## config.mk

```make
export PLATFORM = sky130hd
export DESIGN_NAME = button_duty_adjust_with_segment_display_unit
export DESIGN_NICKNAME = d
export VERILOG_FILES = /design/src/rtl/bdadj_pkg.sv /design/src/rtl/bdadj_display.sv /design/src/rtl/button_duty_adjust_with_segment_display_unit.sv
export SDC_FILE = /design/constraint.sdc
export NUM_CORES = 1
export LEC_CHECK = 0
export BUFFER_PORTS_ARGS = -buffer_cell sky130_fd_sc_hd__buf_2
export CORE_ASPECT_RATIO = 0.7
export CORE_MARGIN = 2
export CORE_UTILIZATION = 54
export DETAILED_ROUTE_END_ITERATION = 8
export PLACE_DENSITY = 0.86
export SLEW_MARGIN = 20
export SYNTH_ARGS = -nofsm -noshare
export SYNTH_HDL_FRONTEND = slang
export SYNTH_SLANG_ARGS = --single-unit
```

## constraint.sdc

```tcl
create_clock -name aclk -period 11.3 [get_ports aclk]
set_clock_uncertainty 0.15 [all_clocks]
set_input_delay 2.26 -clock aclk [delete_from_list [all_inputs] [get_ports aclk]]
set_output_delay 2.26 -clock aclk [all_outputs]
set_load 0.01 [all_outputs]
```

## src/rtl/bdadj_pkg.sv

```systemverilog
// ----------------------------------------------------------------------------
// bdadj_pkg
// Shared widths, codes, the digit pattern table and the display drive type
// for the button duty adjust unit.
// ----------------------------------------------------------------------------
`timescale 1ns / 1ps
`default_nettype none

package bdadj_pkg;

    localparam int DutyW    = 8;
    localparam int PctW     = 7;
    localparam int SegW     = 8;
    localparam int DenW     = 2;
    localparam int DigitW   = 4;
    localparam int InDataW  = 8;
    localparam int OutDataW = 32;

    localparam logic [DutyW-1:0] DebounceReset = 8'd6;
    localparam logic [DutyW-1:0] DutyMax       = 8'd255;
    localparam logic [DutyW-1:0] DutyMin       = 8'd0;

    localparam logic KindPoll = 1'b0;
    localparam logic KindTick = 1'b1;

    localparam logic [DenW-1:0] DenTens  = 2'd1;
    localparam logic [DenW-1:0] DenUnits = 2'd2;

    typedef struct packed {
        logic [PctW-1:0] percent;
        logic [SegW-1:0] segments;
        logic [DenW-1:0] digit_enable_n;
    } disp_t;

    function automatic logic [SegW-1:0] seg_pattern(input logic [DigitW-1:0] digit);
        logic [SegW-1:0] pat;
        unique case (digit)
            4'd0: pat = 8'h48;
            4'd1: pat = 8'h7D;
            4'd2: pat = 8'hC4;
            4'd3: pat = 8'h64;
            4'd4: pat = 8'h71;
            4'd5: pat = 8'h62;
            4'd6: pat = 8'h43;
            4'd7: pat = 8'h7C;
            4'd8: pat = 8'h40;
            4'd9: pat = 8'h70;
            default: pat = 8'h48;
        endcase
        return pat;
    endfunction

endpackage

`default_nettype wire

```

## src/rtl/bdadj_display.sv

```systemverilog
// ----------------------------------------------------------------------------
// bdadj_display
// Converts a duty value to percent, splits it into two decimal digits and
// selects the digit pattern and enables for the current display phase.
// ----------------------------------------------------------------------------
`timescale 1ns / 1ps
`default_nettype none

module bdadj_display (
    input  wire logic [bdadj_pkg::DutyW-1:0] duty,
    input  wire logic                        phase,
    output bdadj_pkg::disp_t                 disp
);
    import bdadj_pkg::*;

    logic [DutyW+7-1:0]  duty_x100;
    logic [PctW-1:0]     pct;
    logic [PctW+11-1:0]  pct_x205;
    logic [DigitW-1:0]   tens;
    logic [PctW-1:0]     tens_x10;
    logic [DigitW-1:0]   units;

    always_comb begin
        duty_x100 = {7'd0, duty} * 15'd100;
        pct       = duty_x100[DutyW+PctW-1:DutyW];
        // A multiply by 205 and a shift by 11 divides by ten exactly below 180.
        pct_x205  = {11'd0, pct} * 18'd205;
        tens      = pct_x205[DigitW+11-1:11];
        tens_x10  = {3'd0, tens} * 7'd10;
        units     = 4'(pct - tens_x10);

        disp.percent        = pct;
        disp.segments       = seg_pattern(phase ? units : tens);
        disp.digit_enable_n = phase ? DenUnits : DenTens;
    end

endmodule

`default_nettype wire

```

## src/rtl/button_duty_adjust_with_segment_display_unit.sv

```systemverilog
// ----------------------------------------------------------------------------
// button_duty_adjust_with_segment_display_unit
// Up/down button duty control with lockout debounce and a two-digit
// seven-segment percent display drive.
// ----------------------------------------------------------------------------
// Channel  Dir  Signals                        Content
// s_       in   s_tvalid s_tready s_tdata      tdata: up_pressed, down_pressed
//                        s_tuser               tuser: kind (0 poll, 1 tick)
// m_       out  m_tvalid m_tready m_tdata      tdata: duty, percent, segments,
//                                              digit_enable_n
// cfg_     in   cfg_valid cfg_ready cfg_data   debounce_ticks
//
// One beat can be accepted every cycle while m_tready does not hold the output back.
// The result of a beat is registered and appears in the output register in the next cycle.
// A new beat is taken while the output register is empty or being drained.
// Reset clears duty, phase and lockouts and sets debounce_ticks to 6.
// ----------------------------------------------------------------------------
`timescale 1ns / 1ps
`default_nettype none

module button_duty_adjust_with_segment_display_unit (
    input  wire logic                           aclk,
    input  wire logic                           aresetn,
    input  wire logic                           s_tvalid,
    output      logic                           s_tready,
    input  wire logic [bdadj_pkg::InDataW-1:0]  s_tdata,   // [0] up_pressed, [1] down_pressed
    input  wire logic                           s_tuser,   // [0] kind
    output      logic                           m_tvalid,
    input  wire logic                           m_tready,
    output      logic [bdadj_pkg::OutDataW-1:0] m_tdata,   // [7:0] duty, [14:8] percent,
                                                           // [22:15] segments,
                                                           // [24:23] digit_enable_n
    input  wire logic                           cfg_valid,
    output      logic                           cfg_ready,
    input  wire logic [bdadj_pkg::DutyW-1:0]    cfg_data
);
    import bdadj_pkg::*;

    logic [DutyW-1:0] debounce_reg;
    logic [DutyW-1:0] duty_reg,      duty_next;
    logic             phase_reg,     phase_next;
    logic [DutyW-1:0] up_lock_reg,   up_lock_next;
    logic [DutyW-1:0] down_lock_reg, down_lock_next;
    logic             m_valid_reg;
    logic [OutDataW-1:0] m_data_reg;

    logic             accept;
    logic             up_fire;
    logic             down_fire;
    logic [DutyW-1:0] duty_up;
    disp_t            disp;

    assign s_tready  = !m_valid_reg || m_tready;
    assign accept    = s_tvalid && s_tready;
    assign cfg_ready = 1'b1;
    assign m_tvalid  = m_valid_reg;
    assign m_tdata   = m_data_reg;

    always_comb begin
        up_fire        = (s_tuser == KindPoll) && s_tdata[0] && (up_lock_reg == '0);
        down_fire      = (s_tuser == KindPoll) && s_tdata[1] && (down_lock_reg == '0);
        duty_up        = (up_fire && duty_reg != DutyMax) ? duty_reg + 8'd1 : duty_reg;
        duty_next      = (down_fire && duty_up != DutyMin) ? duty_up - 8'd1 : duty_up;
        phase_next     = phase_reg;
        up_lock_next   = up_fire   ? debounce_reg : up_lock_reg;
        down_lock_next = down_fire ? debounce_reg : down_lock_reg;
        if (s_tuser == KindTick) begin
            phase_next     = !phase_reg;
            up_lock_next   = (up_lock_reg != '0)   ? up_lock_reg - 8'd1   : up_lock_reg;
            down_lock_next = (down_lock_reg != '0) ? down_lock_reg - 8'd1 : down_lock_reg;
        end
    end

    bdadj_display u_display (
        .duty  (duty_next),
        .phase (phase_next),
        .disp  (disp)
    );

    always_ff @(posedge aclk) begin
        if (!aresetn) begin
            debounce_reg  <= DebounceReset;
            duty_reg      <= '0;
            phase_reg     <= 1'b0;
            up_lock_reg   <= '0;
            down_lock_reg <= '0;
            m_valid_reg   <= 1'b0;
        end else begin
            if (cfg_valid && cfg_ready) begin
                debounce_reg <= cfg_data;
            end
            if (accept) begin
                duty_reg      <= duty_next;
                phase_reg     <= phase_next;
                up_lock_reg   <= up_lock_next;
                down_lock_reg <= down_lock_next;
                m_valid_reg   <= 1'b1;
            end else if (m_tready) begin
                m_valid_reg <= 1'b0;
            end
        end
    end

    always_ff @(posedge aclk) begin
        if (accept) begin
            m_data_reg <= {7'd0, disp.digit_enable_n, disp.segments, disp.percent, duty_next};
        end
    end

`ifndef ASSERT_OFF
    a_result_follows: assert property (@(posedge aclk) disable iff (!aresetn)
        accept |=> m_tvalid)
        else $error("accepted beat produced no result");
    a_duty_holds: assert property (@(posedge aclk) disable iff (!aresetn)
        !accept |=> $stable(duty_reg))
        else $error("duty changed without an accepted beat");
    a_out_matches_duty: assert property (@(posedge aclk) disable iff (!aresetn)
        m_tvalid |-> (m_tdata[7:0] == duty_reg))
        else $error("result duty differs from state");
    a_enable_code: assert property (@(posedge aclk) disable iff (!aresetn)
        m_tvalid |-> (m_tdata[24:23] == (phase_reg ? DenUnits : DenTens)))
        else $error("digit enable does not match phase");
`endif

endmodule

`default_nettype wire
```

==> Yosys cells after proc, flatten, opt, wreduce, memory -nomap -nowiden <==
Memory sizes are Yosys's and may differ from the RTL's. A register that Yosys moved wholly into a read port is not among the register bits.
Cells that the tools add are included.
{ "word_totals": {"regBits": 59, "latchBits": 0, "ram_bits": 0, "mem_bits_ro": 112, "in_bits": 22, "output_inout_bits": 35, "elab_cells": 53, "memories": 1} }
{ "mem_list": {"columns": ["name", "depth", "width", "rd", "rd_clocked_by_memory_dff", "wr", "line_no", "rtl"], "rows": [
  ["(no name shown)", 16, 7, 1, 1, 0, "bdadj_pkg.sv:37", "unique case (digit)"]
]} }
{ "classes": {"addsub": 5, "n_mul": 3, "div_mod_pow": 0, "n_lt_le_gt_ge": 0, "eq_ne": 3, "shift": 0, "muxes": 13, "bitwise_logic": 1, "n_reduce_logical": 20} }
{ "ops": {"columns": ["op", "count"], "rows": [
  ["8-bit two-way mux", 8],
  ["8-bit nonzero test", 3],
  ["8-bit by 1-bit subtractor with 8-bit output (second input constant)", 3],
  ["8-bit zero test", 2],
  ["7-bit by 8-bit multiplier with 15-bit output (second input constant)", 1],
  ["8-bit by 5-bit multiplier with 13-bit output (second input constant)", 1],
  ["8-bit by 1-bit adder with 8-bit output (second input constant)", 1],
  ["8-bit != test (second input constant)", 1],
  ["1-bit logical AND", 7],
  ["3-bit AND reduction", 2],
  ["2-bit nonzero test", 3],
  ["4-bit by 3-bit multiplier with 3-bit output (second input constant)", 1],
  ["4-bit two-way mux", 1],
  ["2-bit by 1-bit != test with 1-bit output (second input constant)", 2],
  ["4-bit subtractor", 1],
  ["1-bit two-way mux", 3],
  ["1-bit zero test", 2],
  ["2-bit two-way mux", 1],
  ["1-bit logical OR", 1],
  ["1-bit NOT", 1]
]} }

==> Logic depth before layout (Yosys ltp) <==
Gate-level depths: netlist (run 1).
{ "logic_depth": {"word_depth": 13, "ltp_mapped": 48, "mapped_depth_nobuf": 47} }

==> Modules after synthesis <==
Synthesis (run 1) repeated with hierarchy kept, for this count alone.
{ "hier_totals": {"hier_cells": 534, "area_unflattened_um2": 5157.4} }
{ "modules_own_cells": {"columns": ["module", "n_inst", "cells_per_inst", "area_each_um2", "seq_area_each_um2"], "rows": [
  ["button_duty_adjust_with_segment_display_unit", 1, 324, 3269.4, 1431.4],
  ["bdadj_display", 1, 210, 1888.1, 0.0]
]} }

==> Worst setup path before layout (run 1) <==
No wires, ideal clock.
{ "synth_path": {"path_kind": "input port to flip-flop", "from": "input s_tuser", "to": "register m_data_reg[20] (netlist: m_tdata[20]), data pin", "setup_ps": 150, "t_arrival_ps": 11434, "t_required_ps": 11000, "slack_ps": -433, "path_stages": 46, "n_path_buf": 2, "path_cell_list": "clkbuf_1 > nor2b_1 > and3_1 > buf_6 > nand2_1 > xor2_1 > ha_1 > nand3_1 > mux2i_1 > a31oi_4 > nand2_1 > nor2_1 > nand2_1 > xor2_1 > ha_1 > ha_1 > inv_1 > fa_1 > [... 10 more ...] > fa_1 > inv_1 > fa_1 > inv_1 > ha_1 > nand4_1 > nor2_1 > nand2_1 > nor3b_1 > o21ai_0 > o311a_1 > xnor2_1 > xnor2_1 > ha_1 > nand2_1 > o21ai_1 > mux2_2 > mux2i_1"} }
{ "synth_rtl": {"columns": ["element", "line_no", "rtl"], "rows": [
  ["from (decl)", "button_duty_adjust_with_segment_display_unit.sv:27", "input wire logic s_tuser,"],
  ["to (decl)", "button_duty_adjust_with_segment_display_unit.sv:45", "logic [OutDataW-1:0] m_data_reg;"]
]} }

==> impl_metrics.yaml, run 1 <==
power:
  power_switching_share_pct: 43.12
  share_clk_of_total_power_pct: 17.0
  vdd_drop_max_v: 0.0001248
  comb_power_share_pct: 63.3
  totalPowerFinal_uw: 1610
  cell_internal_pwr_uw: 916.0
  power.density_cell_area_mw_per_mm2: 278.2
  power.sequential.fraction_pct: 19.6
  leakagePower_uw: 0.002777
  netSwitchingPower_uw: 694.3
clocking:
  cts-root-to-sink-buffers: 2
  clock_insertion_delay_worst_skew_ps: 330
  numCtsBuffers: 9
  cts_root_buffer: "sky130_fd_sc_hd__clkbuf_16"
  holdBufCountCts: 0
  cts.sinks: 58
  tritoncts: "built"
  ctsHtreeMaxLevel: 3
  path_clk_slew_ps: 50
floorplanning:
  floorplan.io_pins: 57
  die_area_mm2: 0.009665
  fp.coreArea_mm2: 0.008548
  rows: 28
  die_height_um: 82.86
  initial_core_util_pct: 56.12
  die_width_um: 116.7
routing:
  drt_pass1_iterations: 5
  routed-via-count: 3908
  drt-vias-per-instance: 5.664
  detail-route-antenna-nets: 0
  drc: 0
  finalWirelength_mm: 10.75
  drt_iter0_drc: 231
  routedWlPerCell_um: 15.58
final_layout:
  final_layout_size_suffix_gt1_share_pct: 26.67
  areaGrowthSynthToFinish_pct: 20.66
  fin_area_mm2: 0.005788
  antenna_cells: 0
  layout.nets: 664
  largest_register_ffs: 24
logic_synthesis:
  synth.top_cells.by_area: "sky130_fd_sc_hd__ha_1 17%, sky130_fd_sc_hd__edfxtp_1 15%, sky130_fd_sc_hd__dfxtp_1 14%"
  syn-mean-instance-area_um2: 9.613
  synth_cells: 499
  yosysTopAreaCell: "sky130_fd_sc_hd__ha_1"
  ys_seq_area_share_pct: 29.21
  number_of_synthesized_register_bits: 58
  synth_top_area_share_pct: 17.48
  ys_types: 66
  async_reset_ff_share_pct: 0
  syn-cell-area_mm2: 0.004797
  synth_enable_flop_cells: 24
  yosysWarningCount: 0
  synth_flop_cell: "sky130_fd_sc_hd__dfxtp_1"
sta:
  max_slew.worst_pin.slew_ps: 1010
  maxClockFrequency_mhz: 91.69
  post-route-period-util_pct: 96.51
  fin_setup_tns_ps: 0
  setup_violations: 0
  final_critical_path_setup_slack_ps: 394.1
  slew_headroom_pct: 32.19
  report.final.slew_viol_count: 0
  timing_hold_violations_final: 0
  holdWs_ps: 360.3
  shortest_period_the_worst_path_allows_ps: 10910
place:
  globalplace.congestion: 0.8910
  post-place-ws_ps: -191.3
  dpl.hpwl_mm: 7.901
  portBuffers: 41
  placedInstanceArea_mm2: 0.005261
critical_path:
  cpPeakStageDelay_ps: 510
  worstSetupStartpointType: "primary input"
  critical_path.slowest_cell: "sky130_fd_sc_hd__fa_1"
  setup.worst_path.class: "in2reg"
  worstPathBufferInverterCount: 5
  crit_arrival_ps: 10820
  critPathTopFamily: "adder cells"
  largest_fanout_on_the_critical_path: 7
  cp_common_cell: "sky130_fd_sc_hd__ha_1"
  critPathRequiredTime_ps: 11220
  timing.critical_path.to_type: "flop"
worst_hold_path:
  min-delay-path-class: "reg2reg"
run:
  max_cap_viol_count: 0
global_route:
  overall_track_demand_over_capacity_in_global_routing_pct: 22.73
  largest_net_degree_at_the_start_of_global_routing: 35
  wire_length_of_the_first_global_routing_pass_mm: 17.51
  grt_overflow: 0
  first_global_vias: 3710
  antenna_violations_before_repair: 0
status:
  status: "completed"
==> synth_stat cells (all sizes together) (3+ instances only) <==
master	instances
nor2	31
nand4	9
fa	10
xnor2	17
xor2	20
inv	42
nor3	12
a41oi	5
a21o	3
nand2	40
clkbuf	13
nor3b	7
and2	13
nand3	6
and3	4
dfxtp	34
buf	10
a21boi	7
o21ai	18
a21oi	23
mux2i	18
edfxtp	24
ha	67
nand2b	3
nor2b	12
nor4	3
a31oi	8
o221a	7
==> area by class of cell <==
| type | instances | area (um2) |
|---|---|---|
| Multi-Input combinational cell | 383 | 3323 |
| Fill cell | 622 | 2760 |
| Sequential cell | 58 | 1401 |
| Timing Repair Buffer | 71 | 446.7 |
| Clock buffer | 13 | 292.8 |
| Inverter | 42 | 157.7 |
| Tap cell | 120 | 150.1 |
| Clock inverter | 3 | 16.27 |
==> repair_timing <==
action	CTS	global route
setup buffers	0	6
hold endpoints to repair	0	0
endpoints found under the setup margin	0	7
resized for setup	0	31
==> layer usage <==
| metal | vias to the layer above | global-route usage, % | part of all wire [%] |
|---|---|---|---|
| met5 | - | 0 | 0 |
| met4 | 0 | 4.706 | 1.4 |
| met3 | 23 | 4.818 | 6.7 |
| met2 | 158 | 35.73 | 47 |
| met1 | 1848 | 32.46 | 45 |
| li1 | 1879 | - | - |
==> worst min-delay path, delay by kind of cell (launching register included) <==
family	cells	cell delay [ps]
flops	1	340
mux	1	80
simple gates	1	60
==> power by group through the flow <==
stage          Combinational [uW]  Sequential (uW)  Clock [uW]
2_1_floorplan                 683              329           0
3_3_place_gp                  872              317           0
3_5_place_dp                  946              318           0
4_1_cts                       959              315         277
5_1_grt                      1150              322         286
6_report                     1020              316         274
==> cells by family (layout without fill, tap and decap cells) <==
kind of cell / count (synthesis) / in the layout / synth area share [%]
other cells: 2 / 9 / 0.1566
flops: 58 / 58 / 29.21
simple gates: 151 / 151 / 16.72
compound gates: 88 / 88 / 13.82
fa+ha+maj: 77 / 77 / 21.65
buf+inv: 65 / 129 / 5.947
mux: 20 / 20 / 4.486
xor+xnor: 38 / 38 / 8.007
==> worst paths after layout <==
path	slack, ps	end	depth (start not counted)	start
max	390	m_tdata[18]	44	s_tdata[0]
max reg2reg	1450	m_tdata[18]	45	up_lock_reg[0]
min	360	debounce_reg[1]	2	debounce_reg[1]
min reg2reg	360	debounce_reg[1]	2	debounce_reg[1]
==> metrics by stage <==
stage / std cells / util (%)
6_report: 690 / 67.71
5_1_grt: 690 / 67.71
4_1_cts: 684 / 65.16
3_5_place_dp: 668 / 61.55
3_3_place_gp: 668 / 61.55
2_1_floorplan: 506 / -
==> cell usage in the layout, fill, tap and decap left out, types with 5 or more instances in the layout <==
master / Yosys / final
sky130_fd_sc_hd__inv_1: 42 / 41
sky130_fd_sc_hd__mux2i_1: 17 / 14
sky130_fd_sc_hd__nand2_2: 0 / 5
sky130_fd_sc_hd__nor2_1: 31 / 29
sky130_fd_sc_hd__buf_4: 9 / 28
sky130_fd_sc_hd__xnor2_1: 14 / 9
sky130_fd_sc_hd__xor2_1: 18 / 13
sky130_fd_sc_hd__a21boi_0: 6 / 6
sky130_fd_sc_hd__xnor2_2: 3 / 8
sky130_fd_sc_hd__a21oi_1: 23 / 20
sky130_fd_sc_hd__and2_1: 12 / 12
sky130_fd_sc_hd__nand2_1: 40 / 35
sky130_fd_sc_hd__a31oi_1: 7 / 7
sky130_fd_sc_hd__nor2b_1: 12 / 11
sky130_fd_sc_hd__edfxtp_1: 24 / 24
sky130_fd_sc_hd__xor2_2: 2 / 7
sky130_fd_sc_hd__conb_1: 2 / 9
sky130_fd_sc_hd__o21ai_0: 13 / 13
sky130_fd_sc_hd__nor3_1: 11 / 11
sky130_fd_sc_hd__nand3_1: 5 / 5
sky130_fd_sc_hd__fa_1: 10 / 10
sky130_fd_sc_hd__a41oi_1: 5 / 5
sky130_fd_sc_hd__dfxtp_1: 34 / 34
sky130_fd_sc_hd__nor3b_1: 7 / 6
sky130_fd_sc_hd__clkbuf_16: 0 / 11
sky130_fd_sc_hd__o221a_2: 7 / 7
sky130_fd_sc_hd__nand4_1: 9 / 9
sky130_fd_sc_hd__buf_2: 0 / 41
sky130_fd_sc_hd__ha_1: 67 / 62
(Power assumes the default switching activity.)
==> run 2: changes to the inputs <==
Settings changed: CORE_UTILIZATION 54 to 55, CTS_BUF_LIST set to sky130_fd_sc_hd__clkbuf_2, PLACE_DENSITY 0.86 to 0.87.
==> impl_metrics.yaml, run 2 (synthesized netlist as in run 1, its figures left out) <==
run:
  max_cap_viol_count: 0
floorplanning:
  rows: 28
  floorplan.io_pins: 57
  die_height_um: 82.14
  die_width_um: 115.6
  initial_core_util_pct: 56.58
  die_area_mm2: 0.009497
  fp.coreArea_mm2: 0.008478
routing:
  drt_iter0_drc: 288
  detail-route-antenna-nets: 0
  routedWlPerCell_um: 14.51
  drt-vias-per-instance: 5.555
  drc: 0
  drt_pass1_iterations: 5
  routed-via-count: 3811
  finalWirelength_mm: 9.953
global_route:
  largest_net_degree_at_the_start_of_global_routing: 35
  first_global_vias: 3591
  overall_track_demand_over_capacity_in_global_routing_pct: 21.92
  antenna_violations_before_repair: 0
  grt_overflow: 0
  wire_length_of_the_first_global_routing_pass_mm: 16.35
final_layout:
  final_layout_size_suffix_gt1_share_pct: 22.61
  antenna_cells: 0
  areaGrowthSynthToFinish_pct: 13.88
  largest_register_ffs: 24
  final-instance-count-excl-fill: 686
  num-fill-cells: 687
  layout.nets: 660
  layout.cells.most_common_list: "67 x sky130_fd_sc_hd__ha_1, 42 x sky130_fd_sc_hd__inv_1, 41 x sky130_fd_sc_hd__buf_2, 40 x sky130_fd_sc_hd__nand2_1, 34 x sky130_fd_sc_hd__dfxtp_1"
  most_frequent_standard_cell_in_the_layout_excluding_fill_and_tap_cells: "sky130_fd_sc_hd__ha_1"
sta:
  slew_headroom_pct: 38.68
  timing_hold_violations_final: 0
  shortest_period_the_worst_path_allows_ps: 10950
  report.final.slew_viol_count: 0
  fin_setup_tns_ps: 0
  post-route-period-util_pct: 96.89
  max_slew.worst_pin.slew_ps: 913.6
  setup_violations: 0
  maxClockFrequency_mhz: 91.34
critical_path:
  cpPeakStageDelay_ps: 510
  timing.critical_path.to_type: "flop"
  worstSetupStartpointType: "primary input"
  critPathTopFamily: "adder cells"
  critPathRequiredTime_ps: 11480
  r2r_slack_ps: 1120
  crit_arrival_ps: 11120
  critical_path.slowest_cell: "sky130_fd_sc_hd__fa_1"
  largest_fanout_on_the_critical_path: 7
  worstPathBufferInverterCount: 4
  setup.worst_path.class: "in2reg"
  cp_common_cell: "sky130_fd_sc_hd__ha_1"
place:
  dpl.hpwl_mm: 7.770
  post-place-cells: 668
  portBuffers: 41
  globalplace.congestion: 0.8926
clocking:
  cts_root_buffer: "sky130_fd_sc_hd__clkbuf_2"
  numCtsBuffers: 9
  cts.sinks: 58
  cts-root-to-sink-buffers: 2
  path_clk_slew_ps: 170
  tritoncts: "built"
  clock_insertion_delay_worst_skew_ps: 500
  ctsHtreeMaxLevel: 3
power:
  vdd_drop_max_v: 0.0001208
  leakagePower_uw: 0.002670
  power.density_cell_area_mw_per_mm2: 259.5
worst_hold_path:
  min-delay-path-class: "reg2reg"
status:
  status: "completed"
## run 2: cell types whose count changed in the layout (fill, tap and decap cells not counted), moves of 3 or more
cell,delta
sky130_fd_sc_hd__clkbuf_16,-11
sky130_fd_sc_hd__clkbuf_2,+10
sky130_fd_sc_hd__ha_1,+5
sky130_fd_sc_hd__ha_4,-3
sky130_fd_sc_hd__nand2_1,+5
sky130_fd_sc_hd__nand2_2,-5
## run 2: where the power goes
| group | switching [uW] | total (uW) | internal (uW) | leakage [uW] |
|---|---|---|---|---|
| registers | 27.8 | 315 | 287 | 0.000519 |
| logic | 536 | 954 | 418 | 0.00207 |
| clock network | 75.3 | 148 | 73.0 | 0.0000836 |
## run 2: routing by layer
layer  wire [um]  share of wire [%]  global-route usage (%)
met1        4720                 47                   30.12
met4         136                1.4                   7.024
met2        4428                 44                   35.15
met5           0                  0                       0
met3         667                6.7                   4.380
## run 2: through the flow
stage / hold slack, ps / util [%] / cell area (um2) / power (uW) / setup slack (ps)
after detailed placement: 325.3 / 62.06 / 5261 / 1251 / -378.1
after global placement: 310.1 / 62.06 / 5261 / 1188 / 31.50
final: 376.1 / 64.43 / 5463 / 1417 / 351.9
after floorplan: 292.4 / - / 4855 / 1011 / 37.76
after CTS: 371.8 / 63.61 / 5393 / 1407 / 138.7
after global routing: 383.7 / 64.43 / 5463 / 1558 / -23.54
## run 2: what timing repair did
| action | in CTS | in global routing |
|---|---|---|
| buffers inserted | 0 | 2 |
| hold buffers | 0 | 0 |
| endpoints found under the setup margin | 0 | 7 |
| resized for setup | 0 | 10 |
## run 2: worst paths after layout
check / from / end / depth (start not counted)
max: s_tdata[0] / m_tdata[18] / 43
min reg2reg: debounce_reg[1] / debounce_reg[1] / 2
min: debounce_reg[1] / debounce_reg[1] / 2
max reg2reg: up_lock_reg[0] / m_tdata[18] / 44
## run 2: worst min-delay path: stages, from the launching register on
cell,delay (ps)
sky130_fd_sc_hd__dfxtp_1,380
sky130_fd_sc_hd__mux2i_1,80
sky130_fd_sc_hd__nand2_1,60
## run 2: area by class of cell
cell class	count	area, um2	share of cell area (%)
Multi-Input combinational cell	383	3222	58.98
Sequential cell	58	1401	25.65
Timing Repair Buffer	67	400.4	7.329
Inverter	42	157.7	2.886
Tap cell	120	150.1	2.749
Clock inverter	6	81.33	1.489
Clock buffer	10	50.05	0.9162
